## src/sv/pft_pkg.sv

```systemverilog
// Shared types and constants for the proportional follow tracker.
// No dependencies; every other file imports this package.
`timescale 1ns / 1ps
`default_nettype none
package pft_pkg;

  localparam int unsigned PosW    = 32;
  localparam int unsigned TimeW   = 16;
  localparam int unsigned ScrW    = 14;
  localparam int unsigned SpdW    = 24;
  localparam int unsigned FracW   = 8;
  localparam int unsigned MagW    = 33;              // |pos - follower|
  localparam int unsigned SumW    = 66;              // dx^2 + dy^2
  localparam int unsigned RootW   = 33;              // floor(sqrt(sum))
  localparam int unsigned ProdW   = 49;              // speed * frame_time, len << 16
  localparam int unsigned NumW    = 82;              // |d| * speed * frame_time
  localparam int unsigned QuoW    = 41;              // quotient up to the move cap
  localparam int unsigned CntW    = 7;
  localparam int unsigned SqrtSteps = 33;
  localparam int unsigned DivSteps  = NumW;
  localparam logic [QuoW-1:0] MoveCap = {1'b1, {(QuoW-1){1'b0}}};

  localparam int unsigned AddrW = 4;
  localparam int unsigned DataW = 32;
  localparam logic [1:0] RegMinSpeed = 2'd0;
  localparam logic [1:0] RegDeadZone = 2'd1;
  localparam logic [1:0] RegFraction = 2'd2;
  localparam logic [SpdW-1:0]  MinSpeedRst = 24'd7680;
  localparam logic [SpdW-1:0]  DeadZoneRst = 24'd2560;
  localparam logic [FracW-1:0] FractionRst = 8'd205;

  typedef struct packed {
    logic signed [PosW-1:0] pos_x;
    logic signed [PosW-1:0] pos_y;
    logic [TimeW-1:0]       frame_time;
    logic [ScrW-1:0]        screen_width;
    logic [ScrW-1:0]        screen_height;
    logic                   snap;
  } in_item_t;

  typedef struct packed {
    logic signed [PosW-1:0] follow_x;
    logic signed [PosW-1:0] follow_y;
    logic [ScrW-1:0]        offset_x;
    logic [ScrW-1:0]        offset_y;
    logic                   moved;
  } out_item_t;

  typedef struct packed {
    logic [SpdW-1:0]  min_speed;
    logic [SpdW-1:0]  dead_zone;
    logic [FracW-1:0] follow_fraction;
  } cfg_t;

  typedef enum logic [3:0] {
    ST_IDLE, ST_SQR_X, ST_SQR_Y, ST_ROOT, ST_SPEED, ST_PROD,
    ST_MUL_LO, ST_MUL_HI, ST_DIVIDE, ST_APPLY, ST_DONE
  } state_e;

  typedef struct packed {
    logic load;
    logic sq_x;
    logic sq_y;
    logic root_step;
    logic speed;
    logic prod;
    logic mul_lo;
    logic mul_hi;
    logic div_step;
    logic apply;
    logic axis;
    logic out_load;
  } cmd_t;

  typedef struct packed {
    logic snap;
    logic len_gt;
  } sts_t;

endpackage
`default_nettype wire

```

## src/sv/pft_ctrl.sv

```systemverilog
// Controller: sequences the datapath one item at a time and owns the
// handshake flags. Depends on pft_pkg.
`timescale 1ns / 1ps
`default_nettype none
module pft_ctrl import pft_pkg::*; (
  input  wire logic clk_i,
  input  wire logic rst_ni,
  input  wire logic in_valid_i,
  output logic      in_ready_o,
  output logic      out_valid_o,
  input  wire logic out_ready_i,
  input  wire sts_t sts_i,
  output cmd_t      cmd_o
);
  state_e state_q, state_d;
  logic [CntW-1:0] cnt_q, cnt_d;
  logic axis_q, axis_d, out_valid_q, out_valid_d;
  logic slot_free;

  assign slot_free = !out_valid_q || out_ready_i;

  always_comb begin
    state_d = state_q;
    case (state_q)
      ST_IDLE:   if (in_valid_i) state_d = ST_SQR_X;
      ST_SQR_X:  state_d = sts_i.snap ? ST_DONE : ST_SQR_Y;
      ST_SQR_Y:  state_d = ST_ROOT;
      ST_ROOT:   if (cnt_q == CntW'(SqrtSteps - 1)) state_d = ST_SPEED;
      ST_SPEED:  state_d = sts_i.len_gt ? ST_PROD : ST_DONE;
      ST_PROD:   state_d = ST_MUL_LO;
      ST_MUL_LO: state_d = ST_MUL_HI;
      ST_MUL_HI: state_d = ST_DIVIDE;
      ST_DIVIDE: if (cnt_q == CntW'(DivSteps - 1)) state_d = ST_APPLY;
      ST_APPLY:  state_d = axis_q ? ST_DONE : ST_MUL_LO;
      ST_DONE:   if (slot_free) state_d = ST_IDLE;
      default:   state_d = ST_IDLE;
    endcase
  end

  always_comb begin
    cmd_o       = '0;
    cmd_o.axis  = axis_q;
    in_ready_o  = 1'b0;
    cnt_d       = '0;
    axis_d      = axis_q;
    out_valid_d = out_valid_q && !out_ready_i;
    case (state_q)
      ST_IDLE: begin
        in_ready_o = 1'b1;
        cmd_o.load = in_valid_i;
      end
      ST_SQR_X: cmd_o.sq_x = 1'b1;
      ST_SQR_Y: cmd_o.sq_y = 1'b1;
      ST_ROOT: begin
        cmd_o.root_step = 1'b1;
        cnt_d = cnt_q + 1'b1;
      end
      ST_SPEED: cmd_o.speed = 1'b1;
      ST_PROD: begin
        cmd_o.prod = 1'b1;
        axis_d = 1'b0;
      end
      ST_MUL_LO: cmd_o.mul_lo = 1'b1;
      ST_MUL_HI: cmd_o.mul_hi = 1'b1;
      ST_DIVIDE: begin
        cmd_o.div_step = 1'b1;
        cnt_d = cnt_q + 1'b1;
      end
      ST_APPLY: begin
        cmd_o.apply = 1'b1;
        axis_d = !axis_q;
      end
      ST_DONE: begin
        if (slot_free) begin
          cmd_o.out_load = 1'b1;
          out_valid_d = 1'b1;
        end
      end
      default: ;
    endcase
    if (state_d != state_q) cnt_d = '0;
  end

  always_ff @(posedge clk_i or negedge rst_ni) begin
    if (!rst_ni) begin
      state_q     <= ST_IDLE;
      cnt_q       <= '0;
      axis_q      <= 1'b0;
      out_valid_q <= 1'b0;
    end else begin
      state_q     <= state_d;
      cnt_q       <= cnt_d;
      axis_q      <= axis_d;
      out_valid_q <= out_valid_d;
    end
  end

  assign out_valid_o = out_valid_q;
endmodule
`default_nettype wire

```

## config.mk

```make
export PLATFORM = sky130hd
export DESIGN_NAME = pft_ctrl
export DESIGN_NICKNAME = d
export VERILOG_FILES = /design/src/sv/pft_pkg.sv /design/src/sv/pft_ctrl.sv
export SDC_FILE = /design/constraint.sdc
export NUM_CORES = 1
export LEC_CHECK = 0
export ABC_AREA = 1
export BUFFER_PORTS_ARGS = -buffer_cell sky130_fd_sc_hd__buf_4
export CAP_MARGIN = 20
export CORE_MARGIN = 4
export CORE_UTILIZATION = 32
export DETAILED_ROUTE_END_ITERATION = 10
export SLEW_MARGIN = 10
export SYNTH_ARGS = -nofsm -noshare
export SYNTH_HDL_FRONTEND = slang
export SYNTH_SLANG_ARGS = --single-unit
```

## constraint.sdc

```tcl
create_clock -name clk_i -period 2 [get_ports clk_i]
set_input_delay 0.2 -clock clk_i [delete_from_list [all_inputs] [get_ports clk_i]]
set_output_delay 0.2 -clock clk_i [all_outputs]
set_load 0.01 [all_outputs]
```

==> metrics.txt <==
Peak Freq between 0.6 and 0.7 GHz; CTS Buf Count 3; num rows 18; final setup fails 0; clk_lat worst skew about 0.27 ns; Final #Nets 162; Net Switching approximately 0.6 mW; post-layout instance area 1070 µm²; drt pass-1 iters 4; Worst Setup End Kind output pin; TritonCTS clock tree done; clock skew about 0.0040 ns; fillers 258; WP data required 1.80 ns; routed vias/inst approximately 4.7; Yosys reg bits 13; Crit Path Max Fanout 5; initial core utilization between 30% and 40%; Pwr Density 1190 nW/µm²; cell taking the most area after synthesis dfrtp_1; top post-synthesis cells by count nor2_1, nand2_1, inv_1, nand3_1, dfrtp_1; CTS sink cnt 13; fin worst setup slack a little over 0.4 ns; class of the worst hold path input port to register; Reg2Reg Setup Slack around 0.47 ns; slowest stage cell, crit path dfrtp_1; top-area cell type share of the netlist area about 38%; clock buffer depth 2; die width 60.0 µm; Clock power frac between 10% and 20%; Synth Flop Type dfrtp_1; Synth Cell Area approximately 860 µm²; type of origin of the critical path register; Setup CP Type register to output pin; post-cts resize count 0; WL/cell approximately 11 µm; run status complete, no violations; EDFF count, synth 0; P_int between 0.6 and 0.7 mW; final-report hold violation count 0; Post-DP Area between 1000 and 1500 µm²; warnings from Yosys 0; H-tree lvl count 1; syn_area_per_cell 6.70 µm²; initial detailed-routing violation count 26; top post-synthesis cells by area dfrtp_1, nor2_1, nand2_1; Final ANT Viol Nets 0; syn nets around 140; Detail Placement HPWL approximately 1600 µm; Clock transition at path regs ~0.070 ns; Remaining Overflow, GRT 0; layout cells sized above 1 22.4%; WP data arrival around 1.4 ns; Root Buffer clkbuf_4; Final Max Tran Viols 0; Netlist cell types 18; Post-Route WL ~2000 µm; part of the power in registers between 30% and 40%; Core Box Area about 2500 µm²; Crit path depth 5; cell count of the worst reg-to-reg path 10; overall routing resource usage between 10% and 20%; RSZ-0062 raised after global routing no; Switching Share approximately 47%; synthesis-to-layout area growth 24.2%; Combinational Power Share between 50 and 60%; Final GP Congestion 0.915; Period minus WS final ~1.6 ns; pin count of the biggest net entering global routing 14; Worst Setup EP cmd_o[9]; Post-Synthesis Cells 129; Lkg Pwr just under 0.6 nW; VDD IR max between 0.5 and 0.6 mV; crit-path cells inv_1, nor2_1, inv_1, nor2_1, buf_4; final core occ a little over two fifths; relative slew slack between 80% and 90%; vias in the first global route a little over 800; Buf+Inv Stages, Crit Path 3; initial antenna violation count 0; final cycle utilization of the critical path between 70% and 80%; R2R Path Start cnt_q[0]$_DFF_PN0_; count of input and output buffers 19; pre-CTS WS 0.483 ns; fraction of registers with async set/reset 100%; Cells on Worst Hold Path 2; Die Footprint around 3600 µm²; DRC violations left 0; Max Cap Violations 0; reg2reg end cnt_q[1]$_DFF_PN0_; setup bufs post-CTS 0; count leader, synth nor2_1; crit path from state_q[1]$_DFF_PN0_; post-synthesis sequential area ratio a little under two fifths; Crit path max-delay family flip-flops; via count between 800 and 900; Total Neg Setup Slack 0 ns; Die Ht about 60 µm; # diodes 0; # IOs 20; Worst Tran Pin Value just under 0.3 ns; first-pass GRT wire length between 3000 and 4000 µm; Largest stage delay, worst path 0.41 ns
## per-layer routing
metal	global-route usage (%)	share of wire, %	up-vias
met2	20.7	47	30
met5	0	0	-
met1	16.1	42	380
met3	2.38	10	2
met4	5.70	0.60	0
li1	-	-	445
## registers in the layout (all words and copies together), names as in the netlist
| name | cells |
|---|---|
| axis_q | 1 |
| cnt_q | 7 |
| out_valid_o | 1 |
| state_q | 4 |
## what timing repair did
action / CTS / global route
hold endpoints to repair: 13 / 0
hold buffers: 1 / 0
setup endpoints to repair: 0 / 0
## placed cells by master (no fill, tap or decap), drive strengths merged
master,count
o2111ai,1
buf,19
nor2,34
dlygate4sd3,1
xnor2,1
nand2,28
clkbuf,4
a21oi,5
inv,22
or2,2
nand3,15
o21ai,3
nand3b,1
ha,3
dfrtp,13
## layout make-up
type	count	area, µm²	share of cell area, %
multi-input cells	93	449	41.8
flip-flops and latches	13	325	30.3
repair buffers	20	153	14.2
inverters	22	82.6	7.69
well taps	30	37.5	3.50
clock buffers	4	26.3	2.45
## stage by stage
stage               hold WS [ns]  instances  total power [mW]
finish                     0.137        182              1.28
global route               0.145        182              1.40
CTS                        0.133        182              1.29
detailed placement        0.0545        177              1.13
global placement          0.0562        177              1.13
floorplan                -0.0956        129             0.880
## power groups by stage
stage / clock network [mW] / registers, mW / logic [mW]
finish: 0.154 / 0.392 / 0.731
global route: 0.177 / 0.405 / 0.823
CTS: 0.164 / 0.392 / 0.739
detailed placement: 0 / 0.397 / 0.732
global placement: 0 / 0.392 / 0.733
floorplan: 0 / 0.388 / 0.492
## worst min-delay path by stage
stage / end / slack (ns) / start
after floorplan: axis_q$_DFFE_PN0P_ / -0.1 / rst_ni
after global placement: cnt_q[6]$_DFF_PN0_ / 0.06 / rst_ni
after detailed placement: cnt_q[6]$_DFF_PN0_ / 0.05 / rst_ni
after CTS: out_valid_o$_DFF_PN0_ / 0.13 / out_ready_i
after global routing: out_valid_o$_DFF_PN0_ / 0.14 / out_ready_i
final: out_valid_o$_DFF_PN0_ / 0.14 / out_ready_i
## logic make-up (layout without fill, tap and decap cells)
| kind of cell | after synthesis | count (layout) | share of synthesized area [%] |
|---|---|---|---|
| XOR/XNOR | 1 | 1 | 1.01 |
| AND/OR/NAND/NOR | 80 | 80 | 40.5 |
| adder cells (fa/ha/maj) | 3 | 3 | 4.34 |
| AO/OA/AOI/OAI | 9 | 9 | 6.08 |
| buffers and inverters | 23 | 46 | 10.4 |
| flip-flops | 13 | 13 | 37.6 |
## worst register-to-register path, stage by stage, from the launching register on
cell,delay (ns)
dfrtp_1,0.42
inv_1,0.09
ha_1,0.14
nand2_1,0.05
inv_1,0.05
nand3_1,0.14
a21oi_2,0.19
nand3_1,0.09
nand2_1,0.08
nand2_2,0.11
nor2_1,0.11
No activity file was read; power rests on OpenSTA's default activity.
