==> src/sv/pft_pkg.sv <==
// Shared types and constants for the proportional follow tracker.
// No dependencies; every other file imports this package.
`timescale 1ns / 1ps
`default_nettype none
package pft_pkg;

  localparam int unsigned PosW    = 32;
  localparam int unsigned TimeW   = 16;
  localparam int unsigned ScrW    = 14;
  localparam int unsigned SpdW    = 24;
  localparam int unsigned FracW   = 8;
  localparam int unsigned MagW    = 33;              // |pos - follower|
  localparam int unsigned SumW    = 66;              // dx^2 + dy^2
  localparam int unsigned RootW   = 33;              // floor(sqrt(sum))
  localparam int unsigned ProdW   = 49;              // speed * frame_time, len << 16
  localparam int unsigned NumW    = 82;              // |d| * speed * frame_time
  localparam int unsigned QuoW    = 41;              // quotient up to the move cap
  localparam int unsigned CntW    = 7;
  localparam int unsigned SqrtSteps = 33;
  localparam int unsigned DivSteps  = NumW;
  localparam logic [QuoW-1:0] MoveCap = {1'b1, {(QuoW-1){1'b0}}};

  localparam int unsigned AddrW = 4;
  localparam int unsigned DataW = 32;
  localparam logic [1:0] RegMinSpeed = 2'd0;
  localparam logic [1:0] RegDeadZone = 2'd1;
  localparam logic [1:0] RegFraction = 2'd2;
  localparam logic [SpdW-1:0]  MinSpeedRst = 24'd7680;
  localparam logic [SpdW-1:0]  DeadZoneRst = 24'd2560;
  localparam logic [FracW-1:0] FractionRst = 8'd205;

  typedef struct packed {
    logic signed [PosW-1:0] pos_x;
    logic signed [PosW-1:0] pos_y;
    logic [TimeW-1:0]       frame_time;
    logic [ScrW-1:0]        screen_width;
    logic [ScrW-1:0]        screen_height;
    logic                   snap;
  } in_item_t;

  typedef struct packed {
    logic signed [PosW-1:0] follow_x;
    logic signed [PosW-1:0] follow_y;
    logic [ScrW-1:0]        offset_x;
    logic [ScrW-1:0]        offset_y;
    logic                   moved;
  } out_item_t;

  typedef struct packed {
    logic [SpdW-1:0]  min_speed;
    logic [SpdW-1:0]  dead_zone;
    logic [FracW-1:0] follow_fraction;
  } cfg_t;

  typedef enum logic [3:0] {
    ST_IDLE, ST_SQR_X, ST_SQR_Y, ST_ROOT, ST_SPEED, ST_PROD,
    ST_MUL_LO, ST_MUL_HI, ST_DIVIDE, ST_APPLY, ST_DONE
  } state_e;

  typedef struct packed {
    logic load;
    logic sq_x;
    logic sq_y;
    logic root_step;
    logic speed;
    logic prod;
    logic mul_lo;
    logic mul_hi;
    logic div_step;
    logic apply;
    logic axis;
    logic out_load;
  } cmd_t;

  typedef struct packed {
    logic snap;
    logic len_gt;
  } sts_t;

endpackage
`default_nettype wire

==> src/sv/pft_regs.sv <==
// APB register file: min_speed, dead_zone, follow_fraction.
// Depends on pft_pkg.
`timescale 1ns / 1ps
`default_nettype none
module pft_regs import pft_pkg::*; (
  input  wire logic             clk_i,
  input  wire logic             rst_ni,
  input  wire logic             psel,
  input  wire logic             penable,
  input  wire logic             pwrite,
  input  wire logic [AddrW-1:0] paddr,
  input  wire logic [DataW-1:0] pwdata,
  output logic      [DataW-1:0] prdata,
  output logic                  pready,
  output cfg_t                  cfg_o
);
  cfg_t cfg_q;
  logic wr;

  assign pready = 1'b1;
  assign wr     = psel & penable & pwrite;
  assign cfg_o  = cfg_q;

  always_ff @(posedge clk_i or negedge rst_ni) begin
    if (!rst_ni) begin
      cfg_q.min_speed       <= MinSpeedRst;
      cfg_q.dead_zone       <= DeadZoneRst;
      cfg_q.follow_fraction <= FractionRst;
    end else if (wr) begin
      case (paddr[3:2])
        RegMinSpeed: cfg_q.min_speed       <= pwdata[SpdW-1:0];
        RegDeadZone: cfg_q.dead_zone       <= pwdata[SpdW-1:0];
        RegFraction: cfg_q.follow_fraction <= pwdata[FracW-1:0];
        default: ;
      endcase
    end
  end

  always_comb begin
    case (paddr[3:2])
      RegMinSpeed: prdata = DataW'(cfg_q.min_speed);
      RegDeadZone: prdata = DataW'(cfg_q.dead_zone);
      RegFraction: prdata = DataW'(cfg_q.follow_fraction);
      default:     prdata = '0;
    endcase
  end
endmodule
`default_nettype wire

==> config.mk <==
export PLATFORM = sky130hd
export DESIGN_NAME = pft_regs
export DESIGN_NICKNAME = d
export VERILOG_FILES = /design/src/sv/pft_pkg.sv /design/src/sv/pft_regs.sv
export SDC_FILE = /design/constraint.sdc
export NUM_CORES = 1
export LEC_CHECK = 0
export BUFFER_PORTS_ARGS = -buffer_cell sky130_fd_sc_hd__buf_4
export CORE_UTILIZATION = 50
export DETAILED_ROUTE_END_ITERATION = 8
export PLACE_DENSITY = 0.86
export SETUP_SLACK_MARGIN = 0.15
export SLEW_MARGIN = 30
export SYNTH_ARGS = -nofsm -noshare
export SYNTH_HDL_FRONTEND = slang
export SYNTH_SLANG_ARGS = --single-unit
==> constraint.sdc <==
create_clock -name clk_i -period 1.9 [get_ports clk_i]
set_clock_uncertainty 0.2 [all_clocks]
set_input_delay 0.095 -clock clk_i [delete_from_list [all_inputs] [get_ports clk_i]]
set_output_delay 0.095 -clock clk_i [all_outputs]
set_load 0.02 [all_outputs]
==> results of run 1 <==
cell type report:
type	instances	area (µm²)
Clock buffer	6	72.6
Clock inverter	2	35.0
Fill cell	339	1220
Multi-Input combinational cell	126	1160
Sequential cell	56	1420
Tap cell	70	87.6
Timing Repair Buffer	143	1150
metrics by stage:
step                      hold WS, ns  util (%)  power [mW]  area (µm²)
after global placement        -0.0186      69.4        3.37        3560
after CTS                       0.127      76.3        4.23        3920
final                           0.129      76.3        4.22        3920
after detailed placement      -0.0138      69.4        3.42        3560
after global routing            0.145      76.3        4.43        3920
after floorplan                -0.401         -        2.67        2720
kinds of logic (layout without fill, tap and decap cells):
kind of cell | after synthesis | in the layout | synth area share [%]
AOI/OAI and AO/OA | 8 | 8 | 1.49
buffers and inverters | 21 | 151 | 5.30
DFF | 56 | 56 | 52.6
muxes | 80 | 80 | 35.2
other | 2 | 9 | 0.279
and+or+nand+nor | 29 | 29 | 5.12
where the power goes:
group	total, mW	internal [mW]	switching [mW]
sequential	1.75	1.51	0.235
clock	0.771	0.392	0.379
combinational	1.70	0.856	0.846
tightest hold or removal path, stage by stage:
cell     delay (ns)
buf_4          0.19
nor3b_2        0.10
mux2_2         0.22
per-layer routing:
metal,vias up,part of all wire [%]
li1,930,-
met1,980,42
met2,83,50
met3,6,6.3
met4,0,1.2
met5,-,0
worst min path at each step:
stage,startpoint,to,slack [ns]
6_report,paddr[2],cfg_o[3],0.13
5_1_grt,paddr[2],cfg_o[5],0.15
4_1_cts,penable,cfg_o[3],0.13
3_5_place_dp,rst_ni,cfg_o[8],-0.01
3_3_place_gp,rst_ni,cfg_o[32],-0.02
2_1_floorplan,rst_ni,cfg_o[10],-0.40
cell usage in the layout (no fill, tap or decap), types with 8 or more instances in the layout:
master         count
dlygate4sd3_1     25
mux2i_1           24
conb_1             9
dfrtp_1           45
mux2_4            20
nand2_1            8
dfstp_2           11
buf_4            117
o21ai_0            8
mux2_2            36
nor2_1            16
==> flow_metrics.env, run 1 <==
export IMPL_grtUsageMet3_pct=8.20
export IMPL_slowest_delay_ns=0.56
export IMPL_path_max_fanout=3
export IMPL_setup_ws_ns=0.395
export IMPL_start_kind="register"
export IMPL_arrival_ns=1.21
export IMPL_crit_path_end="prdata[12]"
export IMPL_dieArea_mm2=0.00567
export IMPL_fin_crit_ns=1.50
export IMPL_holdBufCountCts=25
export IMPL_fin_nets=373
export IMPL_netlist_area_mm2=0.00269
export IMPL_dr_pass1_iters=4
export IMPL_p_leak_nw=1.99
export IMPL_drtIter0Drc=84
export IMPL_clk_path_buf_depth=2
export IMPL_ctsResizeCount=0
export IMPL_vias_per_cell=4.96
export IMPL_ys_seq_elements=56
export IMPL_grt_first_pass_wirelength_mm=9.68
export IMPL_fp_coreArea_mm2=0.00514
export IMPL_dp_cells=370
export IMPL_clk_pin_slew_ns=0.10
export IMPL_synth_area_top_cells="dfrtp_1, mux2_2, mux2_4"
export IMPL_yosys_warnings=0
export IMPL_die_h_um=75.3
export IMPL_overflow=0
export IMPL_largest_reg_flops=56
export IMPL_hold_viol=0
export IMPL_rsz0062_at_grt="no"
export IMPL_max_freq_mhz=665
export IMPL_track_usage_pct=23.5
export IMPL_synth_edff_count=0
export IMPL_critPathBufInv=1
export IMPL_antenna_found_initial=0
export IMPL_cts_max_level=2
export IMPL_synth_flop_cell="dfrtp_1"
export IMPL_worstSetupStartpoint="cfg_o[44]"
export IMPL_reg2reg_from="cfg_o[10]"
export IMPL_worst_pin_slew_ns=0.702
export IMPL_post_drt_wl_per_cell_um=16.1
export IMPL_cts_buffers_inserted=5
export IMPL_start_util_pct=52.3
export IMPL_maxCapViolCount=0
export IMPL_syn_avg_cell_area_um2=13.7
export IMPL_crit_slowest_cell="dfstp_2"
export IMPL_grtUsageMet1_pct=27.6
export IMPL_postSynthCellCount=196
export IMPL_synth_top_area_share_pct=41.9
export IMPL_cts_root_buf="clkbuf_8"
export IMPL_io_pins=130
export IMPL_endpoint_kind="output port"
export IMPL_syn_to_final_growth_pct=45.9
export IMPL_clk_latency_ns=0.30
export IMPL_r2r_slack_ns=0.89
export IMPL_path_delay_family="flip-flops"
export IMPL_dpl_hpwl_mm=4.19
export IMPL_min_path_type="primary input to register"
export IMPL_period_share_pct=79.2
export IMPL_grt_pass1_vias=2066
export IMPL_maxSlewViolCount=0
export IMPL_drt_wl_total_mm=6.50
export IMPL_grt_max_degree=57
export IMPL_yosys_area_top_type="dfrtp_1"
export IMPL_synth_async_sr_flop_share_pct=100
export IMPL_power_per_cell_area_mw_per_mm2=1080
export IMPL_yosysMostFrequentCell="dfrtp_1"
export IMPL_drive_gt1_share_pct=58.6
export IMPL_ant_nets=0
export IMPL_slew_headroom_pct=53.2
export IMPL_busiest_layer="met2"
export IMPL_cts_tree="built"
export IMPL_tns_ns=0
export IMPL_crit_type="register to output port"
export IMPL_rows=26
export IMPL_cp_cell_sequence="mux2i_1 > nor2_1 > buf_4"
export IMPL_grtUsageMet2_pct=39.4
export IMPL_r2r_end="cfg_o[10]"
export IMPL_port_buffers=110
export IMPL_finalSetupViolCount=0
export IMPL_die_x_um=75.3
export IMPL_cp_required_ns=1.60
export IMPL_synth_common_cells="dfrtp_1, mux2_2, mux2i_1"
export IMPL_clock_sinks=56
export IMPL_status="completed"
export IMPL_worst_path_stages=3
export IMPL_dp_slack_ns=0.296
export IMPL_final_cells=403
export IMPL_cts_setup_buffers=0
export IMPL_reg2reg_depth=1
export IMPL_vias=1999
export IMPL_drc=0
export IMPL_diodes=0
export IMPL_place_gp_congestion=0.736
export IMPL_ys_seq_area_share_pct=52.6
export IMPL_whs_path_depth=3
export IMPL_synth_distinct_cells=18
export IMPL_peakVddDrop_mv=0.655
(Power assumes the default switching activity.)
==> inputs of run 2 (changes only) <==
--- a/config.mk
+++ b/config.mk
@@ -6,9 +6,9 @@
 export NUM_CORES = 1
 export LEC_CHECK = 0
 export BUFFER_PORTS_ARGS = -buffer_cell sky130_fd_sc_hd__buf_4
-export CORE_UTILIZATION = 50
+export CORE_UTILIZATION = 46
 export DETAILED_ROUTE_END_ITERATION = 8
-export PLACE_DENSITY = 0.86
+export PLACE_DENSITY = 0.8
 export SETUP_SLACK_MARGIN = 0.15
 export SLEW_MARGIN = 30
 export SYNTH_ARGS = -nofsm -noshare
==> constraint.sdc (replaced) <==
create_clock -name clk_i -period 1.5 [get_ports clk_i]
set_clock_uncertainty 0.2 [all_clocks]
set_input_delay 0.075 -clock clk_i [delete_from_list [all_inputs] [get_ports clk_i]]
set_output_delay 0.075 -clock clk_i [all_outputs]
set_load 0.02 [all_outputs]
==> flow_metrics.env, run 2 (synthesized netlist as in run 1, its figures left out) <==
export IMPL_p_leak_nw=2.27
export IMPL_diodes=0
export IMPL_clk_latency_ns=0.29
export IMPL_slowest_delay_ns=0.55
export IMPL_dr_pass1_iters=4
export IMPL_postLayoutCellArea_mm2=0.00439
export IMPL_crit_type="register to output port"
export IMPL_drt_wl_total_mm=7.14
export IMPL_worst_hold_slack_ns=0.0223
export IMPL_largest_reg_flops=56
export IMPL_grt_first_pass_wirelength_mm=11.0
export IMPL_arrival_ns=1.18
export IMPL_die_x_um=78.5
export IMPL_period_share_pct=96.8
export IMPL_antenna_found_initial=0
export IMPL_placed_area_mm2=0.00364
export IMPL_vias=2198
export IMPL_layout_commonest_cell="buf_4"
export IMPL_cp_cell_sequence="mux2i_1 > nor2_1 > buf_4"
export IMPL_min_path_type="primary input to asynchronous set/reset pin"
export IMPL_clk_path_buf_depth=2
export IMPL_syn_to_final_growth_pct=63.4
export IMPL_cts_tree="built"
export IMPL_grt_pass1_vias=2233
export IMPL_fin_nets=424
export IMPL_max_freq_mhz=689
export IMPL_rows=27
export IMPL_track_usage_pct=23.0
export IMPL_ant_nets=0
export IMPL_port_buffers=110
export IMPL_dpl_hpwl_mm=4.65
export IMPL_peakVddDrop_mv=0.822
export IMPL_rsz0062_at_grt="yes"
export IMPL_grt_max_degree=30
export IMPL_crit_slowest_cell="dfstp_2"
export IMPL_die_h_um=78.5
export IMPL_post_drt_wl_per_cell_um=15.7
export IMPL_vias_per_cell=4.82
export IMPL_dieArea_mm2=0.00616
export IMPL_place_gp_congestion=0.723
export IMPL_cts_buffers_inserted=5
export IMPL_most_common_layout_cells="buf_4, dfrtp_1, mux2_2"
export IMPL_overflow=0
export IMPL_maxSlewViolCount=0
export IMPL_endpoint_kind="output port"
export IMPL_start_util_pct=48.2
export IMPL_drc=0
export IMPL_start_kind="register"
export IMPL_drtIter0Drc=77
export IMPL_io_pins=130
export IMPL_path_delay_family="flip-flops"
export IMPL_p_total_mw=5.75
export IMPL_maxCapViolCount=0
export IMPL_critPathBufInv=1
export IMPL_clk_pin_slew_ns=0.10
export IMPL_path_max_fanout=2
export IMPL_fin_crit_ns=1.45
export IMPL_hold_viol=0
export IMPL_status="completed"
export IMPL_power_per_cell_area_mw_per_mm2=1310
export IMPL_drive_gt1_share_pct=65.1
export IMPL_cts_max_level=2
export IMPL_cts_root_buf="clkbuf_8"
export IMPL_clock_sinks=56
export IMPL_fp_coreArea_mm2=0.00557
export IMPL_finalSetupViolCount=0
export IMPL_cp_required_ns=1.22
-- run 2: final timing paths --
| kind | start | endpoint | slack, ns | cells after the start |
|---|---|---|---|---|
| max in group asynchronous | rst_ni | cfg_o[0] | 0.52 | 3 |
| min in group clk_i | paddr[2] | cfg_o[1] | 0.16 | 4 |
| max | cfg_o[44] | prdata[12] | 0.05 | 3 |
| max reg2reg | cfg_o[0] | cfg_o[0] | 0.36 | 3 |
| min | rst_ni | cfg_o[10] | 0.02 | 2 |
| min reg2reg | cfg_o[49] | cfg_o[49] | 0.35 | 1 |
-- run 2: worst reg2reg max path, delay by kind of cell (launching register included) --
kind / cells / cell delay, ns
buf+inv: 2 / 0.19
flops: 1 / 0.57
mux: 1 / 0.13
-- run 2: timing repair --
item / CTS / global route
endpoints found under the hold margin: 110 / 0
pin swaps: 0 / 1
endpoints found under the setup margin: 16 / 35
resized for setup: 5 / 27
hold buffers: 25 / 0
buffers inserted: 25 / 18
-- run 2: routing by layer --
layer	wire length, µm	part of all wire (%)	vias to the layer above	GRT usage, %
li1	-	-	1027	-
met1	2930	41	1095	26.5
met2	3840	54	74	43.5
met3	355	5.0	2	4.88
met4	23	0.32	0	4.81
met5	0	0	-	0
-- run 2: where the power goes --
group / switching [mW] / internal [mW] / leakage [nW] / total [mW]
registers: 0.265 / 1.91 / 0.667 / 2.18
clock network: 0.464 / 0.370 / 0.0510 / 0.834
logic: 1.23 / 1.51 / 1.55 / 2.74
total: 1.96 / 3.79 / 2.27 / 5.75
-- run 2: final cells by class --
type	count	area [µm²]
Clock buffer	6	82.6
Clock inverter	2	10.0
Fill cell	357	1180
Multi-Input combinational cell	126	1170
Sequential cell	56	1420
Tap cell	72	90.1
Timing Repair Buffer	194	1620
-- run 2: through the flow --
| stage | util, % | setup TNS (ns) | std cells | worst slack (ns) |
|---|---|---|---|---|
| after floorplan | - | 0 | 203 | 0.0420 |
| after global placement | 65.3 | 0 | 380 | 0.0172 |
| after detailed placement | 65.3 | -0.0533 | 380 | -0.00906 |
| after CTS | 74.8 | 0 | 438 | 0.0624 |
| after global routing | 78.8 | -0.0251 | 456 | -0.0251 |
| final | 78.8 | 0 | 456 | 0.0480 |
==> inputs of run 3 (changes only) <==
--- a/config.mk
+++ b/config.mk
@@ -6,6 +6,7 @@
 export NUM_CORES = 1
 export LEC_CHECK = 0
 export BUFFER_PORTS_ARGS = -buffer_cell sky130_fd_sc_hd__buf_4
+export CORE_MARGIN = 2
 export CORE_UTILIZATION = 46
 export DETAILED_ROUTE_END_ITERATION = 8
 export PLACE_DENSITY = 0.8
==> flow_metrics.env, run 3 (synthesized netlist as in run 1, its figures left out) <==
export IMPL_status="completed"
export IMPL_fin_crit_ns=1.46
export IMPL_maxSlewViolCount=0
export IMPL_ant_nets=0
export IMPL_crit_type="register to output port"
export IMPL_slowest_delay_ns=0.55
export IMPL_switching_share_pct=34.2
export IMPL_drc=0
export IMPL_dieArea_mm2=0.00647
export IMPL_max_freq_mhz=683
export IMPL_start_util_pct=48.2
export IMPL_drive_gt1_share_pct=63.5
export IMPL_rows=27
export IMPL_power_per_cell_area_mw_per_mm2=1310
export IMPL_antenna_found_initial=0
export IMPL_clock_power_share_pct=14.7
export IMPL_arrival_ns=1.19
export IMPL_layout_commonest_cell="buf_4"
export IMPL_io_pins=130
export IMPL_p_leak_nw=2.22
export IMPL_hold_viol=0
export IMPL_pwr_share_comb_pct=46.8
export IMPL_crit_slowest_cell="dfstp_2"
export IMPL_drt_wl_total_mm=7.07
export IMPL_cts_root_buf="clkbuf_8"
export IMPL_dr_pass1_iters=4
export IMPL_vias=2179
export IMPL_p_seq_share_pct=38.5
export IMPL_cp_required_ns=1.22
export IMPL_critPathBufInv=1
export IMPL_grt_first_pass_wirelength_mm=10.8
export IMPL_clock_sinks=56
export IMPL_cp_cell_sequence="mux2i_1 > nor2_1 > buf_4"
export IMPL_dpl_hpwl_mm=4.73
export IMPL_start_kind="register"
export IMPL_endpoint_kind="output port"
export IMPL_cts_max_level=2
export IMPL_p_int_mw=3.73
export IMPL_rsz0062_at_grt="yes"
export IMPL_drtIter0Drc=77
export IMPL_dp_slack_ns=-0.00184
export IMPL_track_usage_pct=21.9
export IMPL_overflow=0
export IMPL_maxCapViolCount=0
export IMPL_clk_latency_ns=0.30
export IMPL_peakVddDrop_mv=0.752
export IMPL_path_delay_family="flip-flops"
export IMPL_finalSetupViolCount=0
export IMPL_grt_max_degree=30
export IMPL_clk_pin_slew_ns=0.09
export IMPL_largest_reg_flops=56
export IMPL_post_drt_wl_per_cell_um=15.7
export IMPL_fp_coreArea_mm2=0.00557
export IMPL_fillers=349
export IMPL_clk_path_buf_depth=2
export IMPL_syn_to_final_growth_pct=60.4
export IMPL_grt_pass1_vias=2198
export IMPL_die_h_um=80.5
export IMPL_port_buffers=110
export IMPL_p_sw_mw=1.94
export IMPL_path_max_fanout=2
export IMPL_period_share_pct=97.6
export IMPL_die_x_um=80.5
export IMPL_min_path_type="primary input to asynchronous set/reset pin"
export IMPL_diodes=0
export IMPL_fin_nets=418
export IMPL_cts_buffers_inserted=5
export IMPL_vias_per_cell=4.84
export IMPL_tns_ns=0
export IMPL_setup_ws_ns=0.0365
export IMPL_cts_tree="built"
export IMPL_place_gp_congestion=0.729
export IMPL_most_common_layout_cells="buf_4, dfrtp_1, mux2_2"
==> run 3: repair_timing <==
item / in CTS / in global routing
hold endpoints to repair: 109 / 0
buffers inserted: 19 / 18
pin swaps: 0 / 2
setup endpoints to repair: 17 / 33
gates resized for setup: 8 / 18
hold buffers: 25 / 0
==> run 3: per-stage QoR <==
step	instance area [µm²]	utilization [%]	total power, mW	cells	hold WS, ns
6_report	4310	77.4	5.67	450	0.0255
5_1_grt	4310	77.4	5.96	450	0.0391
4_1_cts	4110	73.7	5.43	432	0.0276
3_5_place_dp	3630	65.1	4.36	380	-0.183
3_3_place_gp	3630	65.1	4.29	380	-0.184
2_1_floorplan	2750	-	3.38	203	-0.421
==> run 3: worst paths after layout <==
path                            from    endpoint  slack (ns)  depth (start not counted)
min                           rst_ni   cfg_o[32]        0.03                          2
max                        cfg_o[42]  prdata[10]        0.04                          3
max reg2reg                cfg_o[19]   cfg_o[19]        0.37                          3
max in group asynchronous     rst_ni    cfg_o[2]        0.52                          3
min in group clk_i          paddr[2]    cfg_o[5]        0.14                          4
min reg2reg                cfg_o[52]   cfg_o[52]        0.34                          1
==> run 3: metal layers <==
metal	vias to the layer above	wire [µm]	share of wire (%)	GRT usage, %
met2	90	3540	50	36.4
met5	-	0	0	0
met4	0	50	0.71	5.93
met3	4	548	7.8	6.40
li1	1019	-	-	-
met1	1066	2940	42	27.8
==> run 3: area by class of cell <==
cell class / count / area [µm²] / share of cell area [%]
Sequential cell: 56 / 1420 / 32.8
Tap cell: 72 / 90.1 / 2.09
Multi-Input combinational cell: 126 / 1170 / 27.0
Timing Repair Buffer: 188 / 1550 / 36.0
Clock buffer: 8 / 90.1 / 2.09
==> run 3: power by group through the flow <==
stage	sequential, mW	clock, mW	combinational, mW
after floorplan	2.62	0	0.762
after global placement	2.22	0	2.08
after detailed placement	2.23	0	2.12
after CTS	2.17	0.865	2.39
after global routing	2.22	0.930	2.81
final	2.18	0.834	2.65
